`config.mk`:
```
export PLATFORM = sky130hd
export DESIGN_NAME = encoder_speed_controller_top
export DESIGN_NICKNAME = d
export VERILOG_FILES = /design/src/rtl/esc_pkg.sv /design/src/rtl/esc_fifo.sv /design/src/rtl/esc_div.sv /design/src/rtl/encoder_speed_controller_top.sv
export SDC_FILE = /design/constraint.sdc
export NUM_CORES = 2
export LEC_CHECK = 0
export ABC_AREA = 1
export BUFFER_PORTS_ARGS = -buffer_cell sky130_fd_sc_hd__buf_2
export CAP_MARGIN = 10
export CELL_PAD_IN_SITES_DETAIL_PLACEMENT = 0
export CELL_PAD_IN_SITES_GLOBAL_PLACEMENT = 1
export CORE_MARGIN = 5
export CORE_UTILIZATION = 39
export CTS_BUF_LIST = sky130_fd_sc_hd__clkbuf_4
export DETAILED_ROUTE_END_ITERATION = 16
export PLACE_DENSITY = 0.65
export REMOVE_ABC_BUFFERS = 1
export SLEW_MARGIN = 20
export SYNTH_ARGS = -nofsm -noshare
export SYNTH_HDL_FRONTEND = slang
export SYNTH_HIERARCHICAL = 1
export SYNTH_SLANG_ARGS = --single-unit
export TNS_END_PERCENT = 10
```
`constraint.sdc`:
```
create_clock -name clock -period 8.1 [get_ports clock]
set_clock_uncertainty 0.05 [all_clocks]
set_input_delay 0.81 -clock clock [delete_from_list [all_inputs] [get_ports clock]]
set_output_delay 0.81 -clock clock [all_outputs]
set_load 0.01 [all_outputs]
```
`src/rtl/esc_pkg.sv`:
```
`default_nettype none

package esc_pkg;

   // field widths
   localparam int CMD_W    = 3;
   localparam int STAMP_W  = 32;
   localparam int TV_W     = 16;
   localparam int CLK_W    = 30;
   localparam int CPR_W    = 16;
   localparam int GAIN_W   = 16;
   localparam int SLOPE_W  = 16;
   localparam int OFFSET_W = 16;
   localparam int TGT_W    = 12;
   localparam int DUTY_W   = 7;
   localparam int SPEED_W  = 20;
   localparam int STATUS_W = 2;
   localparam int CSR_IDX_W  = 3;
   localparam int CSR_DATA_W = 30;

   // fixed point
   localparam int FRAC_W     = 8;
   localparam int SUM_FRAC_W = 16;

   // command codes
   localparam logic [CMD_W-1:0] CMD_EDGE   = 3'd0;
   localparam logic [CMD_W-1:0] CMD_TICK   = 3'd1;
   localparam logic [CMD_W-1:0] CMD_TARGET = 3'd2;
   localparam logic [CMD_W-1:0] CMD_ESTOP  = 3'd3;
   localparam logic [CMD_W-1:0] CMD_ENABLE = 3'd4;

   // status codes
   localparam logic [STATUS_W-1:0] STATUS_OK       = 2'd0;
   localparam logic [STATUS_W-1:0] STATUS_RANGE    = 2'd1;
   localparam logic [STATUS_W-1:0] STATUS_DISABLED = 2'd2;

   // register indexes
   localparam logic [CSR_IDX_W-1:0] REG_CLOCK_HZ   = 3'd0;
   localparam logic [CSR_IDX_W-1:0] REG_CPR        = 3'd1;
   localparam logic [CSR_IDX_W-1:0] REG_GAIN       = 3'd2;
   localparam logic [CSR_IDX_W-1:0] REG_SLOPE      = 3'd3;
   localparam logic [CSR_IDX_W-1:0] REG_OFFSET     = 3'd4;
   localparam logic [CSR_IDX_W-1:0] REG_MAX_TARGET = 3'd5;

   // reset values
   localparam logic [CLK_W-1:0]           CLOCK_HZ_RST   = 30'd32768;
   localparam logic [CPR_W-1:0]           CPR_RST        = 16'd4480;
   localparam logic [GAIN_W-1:0]          GAIN_RST       = 16'd640;
   localparam logic [SLOPE_W-1:0]         SLOPE_RST      = 16'd128;
   localparam logic signed [OFFSET_W-1:0] OFFSET_RST     = 16'sd2560;
   localparam logic [TGT_W-1:0]           MAX_TARGET_RST = 12'd500;
   localparam logic [TGT_W-1:0]           TARGET_RST     = 12'd50;

   localparam logic [DUTY_W-1:0] DUTY_MAX = 7'd100;
   localparam int RPM_PER_RPS = 60;

   localparam int DEF_QUEUE_DEPTH      = 4;
   localparam int DEF_EDGES_PER_SAMPLE = 8;

   typedef struct packed {
      logic full;
      logic empty;
   } fifo_status_type;

endpackage

`default_nettype wire

```
`src/rtl/esc_fifo.sv`:
```
`default_nettype none

module esc_fifo import esc_pkg::*; #(
   parameter int DEPTH = DEF_QUEUE_DEPTH,
   parameter int WIDTH = STAMP_W
) (
   input  wire logic             clock,
   input  wire logic             reset,
   input  wire logic             push,
   input  wire logic [WIDTH-1:0] push_data,
   input  wire logic             pop,
   output logic      [WIDTH-1:0] pop_data,
   output fifo_status_type       status
);

   localparam int PTR_W  = (DEPTH > 1) ? $clog2(DEPTH) : 1;
   localparam int FILL_W = $clog2(DEPTH + 1);
   localparam int TSUM_W = FILL_W + 1;

   logic [WIDTH-1:0]  mem [DEPTH];
   logic [PTR_W-1:0]  head_ff;
   logic [FILL_W-1:0] fill_ff;
   logic [WIDTH-1:0]  pop_data_ff;
   logic [TSUM_W-1:0] tail_sum;
   logic [PTR_W-1:0]  tail;
   logic              do_push;
   logic              do_pop;

   assign status.full  = (fill_ff == FILL_W'(DEPTH));
   assign status.empty = (fill_ff == '0);
   assign do_push = push && !status.full;
   assign do_pop  = pop && !status.empty;

   always_comb begin
      tail_sum = TSUM_W'(head_ff) + TSUM_W'(fill_ff);
      if (tail_sum >= TSUM_W'(DEPTH)) begin
         tail_sum = tail_sum - TSUM_W'(DEPTH);
      end
      tail = tail_sum[PTR_W-1:0];
   end

   always_ff @(posedge clock) begin
      if (reset) begin
         head_ff <= '0;
         fill_ff <= '0;
      end else begin
         if (do_pop) begin
            head_ff <= (head_ff == PTR_W'(DEPTH - 1)) ? '0 : head_ff + 1'b1;
         end
         if (do_push && !do_pop) begin
            fill_ff <= fill_ff + 1'b1;
         end else if (do_pop && !do_push) begin
            fill_ff <= fill_ff - 1'b1;
         end
      end
   end

   always_ff @(posedge clock) begin
      if (do_push) begin
         mem[tail] <= push_data;
      end
      if (do_pop) begin
         pop_data_ff <= mem[head_ff];
      end
   end

   assign pop_data = pop_data_ff;

endmodule

`default_nettype wire

```
`src/rtl/esc_div.sv`:
```
`default_nettype none

// Restoring divider, one quotient bit per cycle, quotient saturates to all ones.
module esc_div #(
   parameter int NUM_W = 47,
   parameter int DEN_W = 48,
   parameter int QUO_W = 20
) (
   input  wire logic             clock,
   input  wire logic             reset,
   input  wire logic             start,
   input  wire logic [NUM_W-1:0] num,
   input  wire logic [DEN_W-1:0] den,
   output logic                  done,
   output logic      [QUO_W-1:0] quo
);

   localparam int CNT_W = $clog2(NUM_W + 1);

   logic             busy_ff;
   logic             done_ff;
   logic [CNT_W-1:0] cnt_ff;
   logic [NUM_W-1:0] num_ff;
   logic [DEN_W-1:0] den_ff;
   logic [DEN_W-1:0] rem_ff;
   logic [QUO_W-1:0] q_ff;
   logic             sat_ff;

   logic [DEN_W:0]   rem_shift;
   logic [DEN_W+1:0] trial;
   logic             qbit;
   logic [DEN_W-1:0] rem_in;

   always_comb begin
      rem_shift = {rem_ff, num_ff[NUM_W-1]};
      trial     = {1'b0, rem_shift} - {2'b00, den_ff};
      qbit      = !trial[DEN_W+1];
      rem_in    = qbit ? trial[DEN_W-1:0] : rem_shift[DEN_W-1:0];
   end

   always_ff @(posedge clock) begin
      if (reset) begin
         busy_ff <= 1'b0;
         done_ff <= 1'b0;
         cnt_ff  <= '0;
      end else begin
         done_ff <= 1'b0;
         if (start) begin
            busy_ff <= 1'b1;
            cnt_ff  <= '0;
         end else if (busy_ff) begin
            cnt_ff <= cnt_ff + 1'b1;
            if (cnt_ff == CNT_W'(NUM_W - 1)) begin
               busy_ff <= 1'b0;
               done_ff <= 1'b1;
            end
         end
      end
   end

   always_ff @(posedge clock) begin
      if (start) begin
         num_ff <= num;
         den_ff <= den;
         rem_ff <= '0;
         q_ff   <= '0;
         sat_ff <= (den == '0);
      end else if (busy_ff) begin
         num_ff <= num_ff << 1;
         rem_ff <= rem_in;
         q_ff   <= {q_ff[QUO_W-2:0], qbit};
         // a one shifted out of the top means quotient overflow
         sat_ff <= sat_ff | q_ff[QUO_W-1];
      end
   end

   assign done = done_ff;
   assign quo  = sat_ff ? '1 : q_ff;

endmodule

`default_nettype wire

```
`src/rtl/encoder_speed_controller_top.sv`:
```
`default_nettype none

// Encoder speed controller. Each accepted request produces exactly one response carrying
// duty, enable flag, last measured speed (Q12.8 rpm) and status. Encoder edge, set target,
// emergency stop, re-enable and unknown commands go straight to the response. A control
// tick with an empty queue or one that pops a zero period skips the measurement and only
// recomputes the duty. A control tick that pops a nonzero period first runs the bit-serial
// divider, which resolves one bit of 60*EPS*clock_hz*256 per cycle against
// period*counts_per_rev. One request is in flight at a time. A finished response waits in
// the output register while the next request is taken, and a stalled response side adds its
// stall cycles once that register is occupied. The config port is always ready; write it
// only while idle.
module encoder_speed_controller_top import esc_pkg::*; #(
   parameter int QUEUE_DEPTH      = DEF_QUEUE_DEPTH,
   parameter int EDGES_PER_SAMPLE = DEF_EDGES_PER_SAMPLE
) (
   input  wire logic                  clock,
   input  wire logic                  reset,

   input  wire logic                  req_valid,
   output logic                       req_stall,
   input  wire logic [CMD_W-1:0]      req_cmd,
   input  wire logic [STAMP_W-1:0]    req_stamp,
   input  wire logic [TV_W-1:0]       req_target_value,

   output logic                       rsp_valid,
   input  wire logic                  rsp_stall,
   output logic      [DUTY_W-1:0]     rsp_duty,
   output logic                       rsp_enabled,
   output logic      [SPEED_W-1:0]    rsp_speed_q8,
   output logic      [STATUS_W-1:0]   rsp_status,

   input  wire logic                  csr_valid,
   output logic                       csr_ready,
   input  wire logic [CSR_IDX_W-1:0]  csr_index,
   input  wire logic [CSR_DATA_W-1:0] csr_wdata
);

   localparam int NUM_K  = RPM_PER_RPS * EDGES_PER_SAMPLE;
   localparam int NUMK_W = $clog2(NUM_K + 1);
   localparam int PROD_W = CLK_W + NUMK_W;
   localparam int NUM_W  = PROD_W + FRAC_W;
   localparam int DEN_W  = STAMP_W + CPR_W;
   localparam int CNT_W  = (EDGES_PER_SAMPLE > 1) ? $clog2(EDGES_PER_SAMPLE) : 1;
   localparam int P1_W   = SLOPE_W + TGT_W;
   localparam int DIFF_W = SPEED_W + 1;
   localparam int P2_W   = GAIN_W + 1 + DIFF_W;
   localparam int SUM_W  = P2_W + 2;
   localparam logic signed [SUM_W-1:0] DUTY_CEIL = SUM_W'(DUTY_MAX) <<< SUM_FRAC_W;

   typedef enum logic [2:0] {
      S_IDLE, S_LOAD, S_DIV, S_MUL, S_SUM, S_CLAMP, S_RESP
   } state_type;

   // configuration
   logic [CLK_W-1:0]           clock_hz_ff;
   logic [CPR_W-1:0]           cpr_ff;
   logic [GAIN_W-1:0]          gain_ff;
   logic [SLOPE_W-1:0]         slope_ff;
   logic signed [OFFSET_W-1:0] offset_ff;
   logic [TGT_W-1:0]           max_target_ff;

   // controller state
   state_type              state_ff;
   logic [CNT_W-1:0]       edge_cnt_ff;
   logic [STAMP_W-1:0]     last_stamp_ff;
   logic [SPEED_W-1:0]     speed_ff;
   logic [TGT_W-1:0]       target_ff;
   logic                   enable_ff;
   logic [DUTY_W-1:0]      duty_ff;
   logic [STATUS_W-1:0]    status_ff;
   logic [P1_W-1:0]        p1_ff;
   logic signed [P2_W-1:0] p2_ff;
   logic signed [SUM_W-1:0] sum_ff;

   logic                   rsp_valid_ff;
   logic [DUTY_W-1:0]      rsp_duty_ff;
   logic                   rsp_enabled_ff;
   logic [SPEED_W-1:0]     rsp_speed_ff;
   logic [STATUS_W-1:0]    rsp_status_ff;

   logic                   req_take;
   logic                   out_free;
   logic                   sample;
   logic                   fifo_push;
   logic                   fifo_pop;
   logic [STAMP_W-1:0]     period;
   logic [STAMP_W-1:0]     pop_period;
   fifo_status_type        fifo_status;
   logic [STATUS_W-1:0]    target_status;

   logic                   div_start;
   logic                   div_done;
   logic [PROD_W-1:0]      num_prod;
   logic [NUM_W-1:0]       div_num;
   logic [DEN_W-1:0]       div_den;
   logic [SPEED_W-1:0]     div_quo;

   logic [P1_W-1:0]         p1_in;
   logic signed [DIFF_W-1:0] diff;
   logic signed [P2_W-1:0]  p2_in;
   logic signed [SUM_W-1:0] sum_in;

   assign req_stall = (state_ff != S_IDLE);
   assign req_take  = req_valid && !req_stall;
   assign out_free  = !rsp_valid_ff || !rsp_stall;
   assign csr_ready = 1'b1;

   // ---- configuration registers ----
   always_ff @(posedge clock) begin
      if (reset) begin
         clock_hz_ff   <= CLOCK_HZ_RST;
         cpr_ff        <= CPR_RST;
         gain_ff       <= GAIN_RST;
         slope_ff      <= SLOPE_RST;
         offset_ff     <= OFFSET_RST;
         max_target_ff <= MAX_TARGET_RST;
      end else if (csr_valid && csr_ready) begin
         unique case (csr_index)
            REG_CLOCK_HZ:   clock_hz_ff   <= csr_wdata[CLK_W-1:0];
            REG_CPR:        cpr_ff        <= csr_wdata[CPR_W-1:0];
            REG_GAIN:       gain_ff       <= csr_wdata[GAIN_W-1:0];
            REG_SLOPE:      slope_ff      <= csr_wdata[SLOPE_W-1:0];
            REG_OFFSET:     offset_ff     <= $signed(csr_wdata[OFFSET_W-1:0]);
            REG_MAX_TARGET: max_target_ff <= csr_wdata[TGT_W-1:0];
            default: ;
         endcase
      end
   end

   // ---- period queue ----
   assign sample    = req_take && (req_cmd == CMD_EDGE)
                      && (edge_cnt_ff == CNT_W'(EDGES_PER_SAMPLE - 1));
   assign period    = req_stamp - last_stamp_ff;
   assign fifo_push = sample;
   assign fifo_pop  = req_take && (req_cmd == CMD_TICK) && !fifo_status.empty;

   esc_fifo #(
      .DEPTH (QUEUE_DEPTH),
      .WIDTH (STAMP_W)
   ) u_fifo (
      .clock     (clock),
      .reset     (reset),
      .push      (fifo_push),
      .push_data (period),
      .pop       (fifo_pop),
      .pop_data  (pop_period),
      .status    (fifo_status)
   );

   // ---- speed measurement ----
   assign num_prod  = PROD_W'(clock_hz_ff) * PROD_W'(NUM_K);
   assign div_num   = {num_prod, {FRAC_W{1'b0}}};
   assign div_den   = DEN_W'(pop_period) * DEN_W'(cpr_ff);
   assign div_start = (state_ff == S_LOAD) && (pop_period != '0);

   esc_div #(
      .NUM_W (NUM_W),
      .DEN_W (DEN_W),
      .QUO_W (SPEED_W)
   ) u_div (
      .clock (clock),
      .reset (reset),
      .start (div_start),
      .num   (div_num),
      .den   (div_den),
      .done  (div_done),
      .quo   (div_quo)
   );

   // range check comes before the enable check
   always_comb begin
      priority if (req_target_value == '0
                   || req_target_value > TV_W'(max_target_ff)) begin
         target_status = STATUS_RANGE;
      end else if (!enable_ff) begin
         target_status = STATUS_DISABLED;
      end else begin
         target_status = STATUS_OK;
      end
   end

   // ---- duty arithmetic, Q24.16 ----
   always_comb begin
      p1_in  = P1_W'(slope_ff) * P1_W'(target_ff);
      diff   = $signed({1'b0, target_ff, {FRAC_W{1'b0}}}) - $signed({1'b0, speed_ff});
      p2_in  = $signed({1'b0, gain_ff}) * diff;
      sum_in = $signed({{(SUM_W-P1_W-FRAC_W){1'b0}}, p1_ff, {FRAC_W{1'b0}}})
             + $signed({{(SUM_W-OFFSET_W-FRAC_W){offset_ff[OFFSET_W-1]}},
                        offset_ff, {FRAC_W{1'b0}}})
             + $signed({{(SUM_W-P2_W){p2_ff[P2_W-1]}}, p2_ff});
   end

   // ---- sequencer ----
   always_ff @(posedge clock) begin
      if (reset) begin
         state_ff      <= S_IDLE;
         edge_cnt_ff   <= '0;
         last_stamp_ff <= '0;
         speed_ff      <= '0;
         target_ff     <= TARGET_RST;
         enable_ff     <= 1'b1;
         duty_ff       <= '0;
         status_ff     <= STATUS_OK;
         rsp_valid_ff  <= 1'b0;
      end else begin
         // in S_RESP a free output register is reloaded below
         if (!rsp_stall && state_ff != S_RESP) begin
            rsp_valid_ff <= 1'b0;
         end
         unique case (state_ff)
            S_IDLE: begin
               if (req_take) begin
                  status_ff <= (req_cmd == CMD_TARGET) ? target_status : STATUS_OK;
                  if (req_cmd == CMD_TICK) begin
                     state_ff <= fifo_status.empty ? S_MUL : S_LOAD;
                  end else begin
                     state_ff <= S_RESP;
                  end
                  unique case (req_cmd)
                     CMD_EDGE: begin
                        if (sample) begin
                           edge_cnt_ff   <= '0;
                           last_stamp_ff <= req_stamp;
                        end else begin
                           edge_cnt_ff <= edge_cnt_ff + 1'b1;
                        end
                     end
                     CMD_TARGET: begin
                        if (target_status == STATUS_OK) begin
                           target_ff <= req_target_value[TGT_W-1:0];
                        end
                     end
                     CMD_ESTOP: begin
                        enable_ff <= 1'b0;
                        duty_ff   <= '0;
                     end
                     CMD_ENABLE: begin
                        enable_ff <= 1'b1;
                     end
                     default: ;
                  endcase
               end
            end
            S_LOAD: begin
               // zero period is consumed without a measurement
               state_ff <= (pop_period != '0) ? S_DIV : S_MUL;
            end
            S_DIV: begin
               if (div_done) begin
                  speed_ff <= div_quo;
                  state_ff <= S_MUL;
               end
            end
            S_MUL: begin
               p1_ff    <= p1_in;
               p2_ff    <= p2_in;
               state_ff <= S_SUM;
            end
            S_SUM: begin
               sum_ff   <= sum_in;
               state_ff <= S_CLAMP;
            end
            S_CLAMP: begin
               if (!enable_ff || sum_ff[SUM_W-1]) begin
                  duty_ff <= '0;
               end else if (sum_ff > DUTY_CEIL) begin
                  duty_ff <= DUTY_MAX;
               end else begin
                  duty_ff <= sum_ff[SUM_FRAC_W +: DUTY_W];
               end
               state_ff <= S_RESP;
            end
            S_RESP: begin
               if (out_free) begin
                  rsp_valid_ff   <= 1'b1;
                  rsp_duty_ff    <= duty_ff;
                  rsp_enabled_ff <= enable_ff;
                  rsp_speed_ff   <= speed_ff;
                  rsp_status_ff  <= status_ff;
                  state_ff       <= S_IDLE;
               end
            end
            default: state_ff <= S_IDLE;
         endcase
      end
   end

   assign rsp_valid    = rsp_valid_ff;
   assign rsp_duty     = rsp_duty_ff;
   assign rsp_enabled  = rsp_enabled_ff;
   assign rsp_speed_q8 = rsp_speed_ff;
   assign rsp_status   = rsp_status_ff;

   // ---- assertions ----
   a_disabled_no_drive: assert property (@(posedge clock) disable iff (reset)
      rsp_valid && !rsp_enabled |-> rsp_duty == '0)
      else $error("nonzero duty while drive disabled");

   a_duty_range: assert property (@(posedge clock) disable iff (reset)
      rsp_valid |-> rsp_duty <= DUTY_MAX)
      else $error("duty above 100 percent");

   a_div_done_expected: assert property (@(posedge clock) disable iff (reset)
      div_done |-> state_ff == S_DIV)
      else $error("divider finished outside of a measurement");

   a_edge_cnt_range: assert property (@(posedge clock) disable iff (reset)
      edge_cnt_ff <= CNT_W'(EDGES_PER_SAMPLE - 1))
      else $error("edge counter past sample point");

endmodule

`default_nettype wire
```
==> metrics <==
synth unique cells=54; first-pass GRT wire length=370000 microns; vias in the first global route=62300; WP buf/inv=9; Final setup viols=0; DP Wirelength=191000 microns; Cell Rows=158; Reg2Reg Setup Slack=0.38 ns; root buffer cell=clkbuf_4; Hold Crit Depth=3; # hold bufs at CTS=83; crit-path leading delay family=adder cells; Top Ports=122; Min-Delay Endpoint=rsp_valid; Worst setup SP type=flip-flop; Hold Path Class=in2reg; reg-to-reg startpoint=speed_ff[10]; routed wire length=237000 microns; clock-pin slew of the registers on the worst-case setup and hold paths=0.07 ns; Peak supply drop=0.000125 V; Gate Count Post-Synth=9184; syn_area_per_cell=7.93 sq um; Detailed Route Iter0 Violations=4036; Critical Path Sink Type=flip-flop; vias per inst=4.98; Final Net Count=10900; Slew Viols, Final=0; Routability Congestion=0.910; Core Area=186000 sq um; WL/cell=19.7 microns; layout cell share with drive strength beyond 1=0.0655; clk buf depth=3; full die area=196000 sq um; crit path DAT=8.59 ns; post_cts resized=0; Async SR Flop Fraction=0; pwr dens=149 nW/um^2; Total Power=11900 uW; Crit Path Max Fanout=11; WS Path Type=reg2reg; slowest stage delay, CP=0.54 ns; Leak Pwr=0.0407 uW; Syn-to-layout area delta=9.28%; initial antenna violation count=17; DRC=0; CP Data Required Time=8.97 ns; largest net degree at the start of global routing=101; Die Span X=442 microns; H-Tree Depth=4; Synth Cell Area=72800 sq um; gr usage total=0.242; setup_tns=0 ns; Post-synth top flop=edfxtp_1; worst r2r path cells=33; most frequent cells in the layout=2357 x nand2_1, 1874 x inv_1, 982 x fa_1; most frequent CP cell=nand2_1; hold wc startpoint=rsp_stall; CTS tree=done; CTS buffer count=192; number of enable flip-flop cells after synthesis=391; I/O Buffers=120; Yosys reg bits=659; total grt overflow=0; unrepaired setup endpoints after global routing=no; Initial Util=0.392; Clock Sinks=659; worst skew pair latency=1.21 ns; drt first pass iters=6; CP max-delay cell=fa_1; Vert. Die Dim=442 microns; reg2reg end=p2_ff[35]; max_cap viols=0; Tcrit/Tclk final=0.953; outcome=completed; Critical path origin=speed_ff[10]; Max Fclk=130 MHz; Slew HR=0.232; Post-CTS Setup Inserts=0; vias=60000; Yosys Warn Count=6; sequential cell area fraction in the yosys report=0.235; antenna-violating nets left=0; commonest non-fill, non-tap cell in the layout=nand2_1; slew at the pin with the worst max-slew slack=1.15 ns; Fin. Hold Viols=0; crit path time final=7.72 ns
[cell type report]
| class | instances | area [sq um] |
|---|---|---|
| diodes | 14 | 35.0 |
| clock buffers | 294 | 2210 |
| clock inverters | 70 | 377 |
| fillers | 19100 | 106000 |
| inverters | 1903 | 7150 |
| multi-input cells | 6310 | 47400 |
| flip-flops and latches | 659 | 17100 |
| well taps | 2480 | 3100 |
| repair buffers | 314 | 2280 |
[worst min-delay path: cells and delay by family]
family                 cells  cell delay, ns
AO/OA/AOI/OAI              1            0.13
AND/OR/NAND/NOR            1            0.34
buffers and inverters      1            0.10
[state kept, by name (all words and copies together), names as in the netlist, 12 cells and up]
signal and cells:
u_fifo/mem 128, u_div/den_ff 48, u_div/rem_ff 48, u_div/num_ff 47
sum_ff 39, p2_ff 38, last_stamp_ff 32, u_fifo/pop_data 32
clock_hz_ff 30, p1_ff 28, rsp_speed_q8 20, speed_ff 20
u_div/q_ff 20, cpr_ff 16, gain_ff 16, offset_ff 16
slope_ff 16, max_target_ff 12, target_ff 12
[kinds of logic after synthesis]
| family | after synthesis | share of synthesized area |
|---|---|---|
| buffers and inverters | 2227 | 0.117 |
| AOI/OAI and AO/OA | 944 | 0.0701 |
| other | 2 | 0.000103 |
| xor gates and xnor gates | 171 | 0.0207 |
| adders and majority gates | 1442 | 0.349 |
| DFF | 659 | 0.235 |
| and+or+nand+nor | 3739 | 0.209 |
[Yosys cell counts, types with 3 or more instances]
cell,count,area share
a21o_1,27,0.0028
nand2b_1,7,0.00060
o211ai_1,16,0.0016
xnor2_1,37,0.0044
or2_2,12,0.0010
inv_1,1877,0.097
buf_4,7,0.00072
buf_6,12,0.0019
nor2_2,5,0.00043
edfxtp_1,391,0.16
o31ai_1,3,0.00031
xor2_1,133,0.016
ha_1,460,0.079
nor4_1,38,0.0033
a21boi_0,12,0.0012
a31oi_1,12,0.0010
o21a_1,11,0.0011
nand3b_1,21,0.0022
clkinv_1,8,0.00041
or2_1,10,0.00086
inv_2,18,0.00093
nor2_1,751,0.039
a211oi_1,4,0.00041
clkbuf_1,275,0.014
buf_1,7,0.00036
and2_1,10,0.00086
dfxtp_1,268,0.074
o22ai_1,52,0.0045
nand4_1,81,0.0070
nor3_1,57,0.0039
and3_1,3,0.00026
nand2_2,9,0.00077
nand2_1,2357,0.12
nor2_4,3,0.00046
fa_1,982,0.27
a21oi_1,386,0.027
nand3_1,362,0.025
o21ai_0,330,0.023
buf_2,22,0.0015
o21bai_1,46,0.0047
o21ai_1,44,0.0030
[worst max path at each step]
stage | to | slack [ns] | cells past startpoint
3_3_place_gp | p2_ff[24] | 0.36 | 33
3_5_place_dp | p2_ff[24] | 0.45 | 33
6_report | p2_ff[35] | 0.38 | 33
4_1_cts | p2_ff[35] | 0.51 | 33
5_1_grt | p2_ff[24] | 0.03 | 33
2_1_floorplan | u_div/busy_ff | -4.30 | 8
[metal layers]
metal | track usage | vias up | share of wire
met5 | 0 | - | 0.00014
met4 | 0.0607 | 4 | 0.024
met3 | 0.0338 | 264 | 0.052
met2 | 0.403 | 1427 | 0.47
met1 | 0.334 | 29600 | 0.45
li1 | - | 28700 | -
[metrics by stage]
step                      std cells  area (sq um)  setup slack (ns)   util  hold slack (ns)
after global placement        11600         76200             0.361  0.410            0.352
after CTS                     12000         79600             0.515  0.429           0.0136
after floorplan                8872         71500             -4.30      -            0.350
after global routing          12000         79600            0.0337  0.429           0.0627
after detailed placement      11600         76200             0.451  0.410            0.356
final                         12000         79600             0.378  0.429            0.216
[where the power goes]
group          switching [uW]  internal [uW]  total, uW  leakage [uW]
Combinational            3010           1370       4390        0.0334
Sequential                163           4010       4170       0.00573
Clock                    1620           1680       3310       0.00154
Total                    4800           7060      11900        0.0407
No activity file was read; power rests on OpenSTA's default activity.
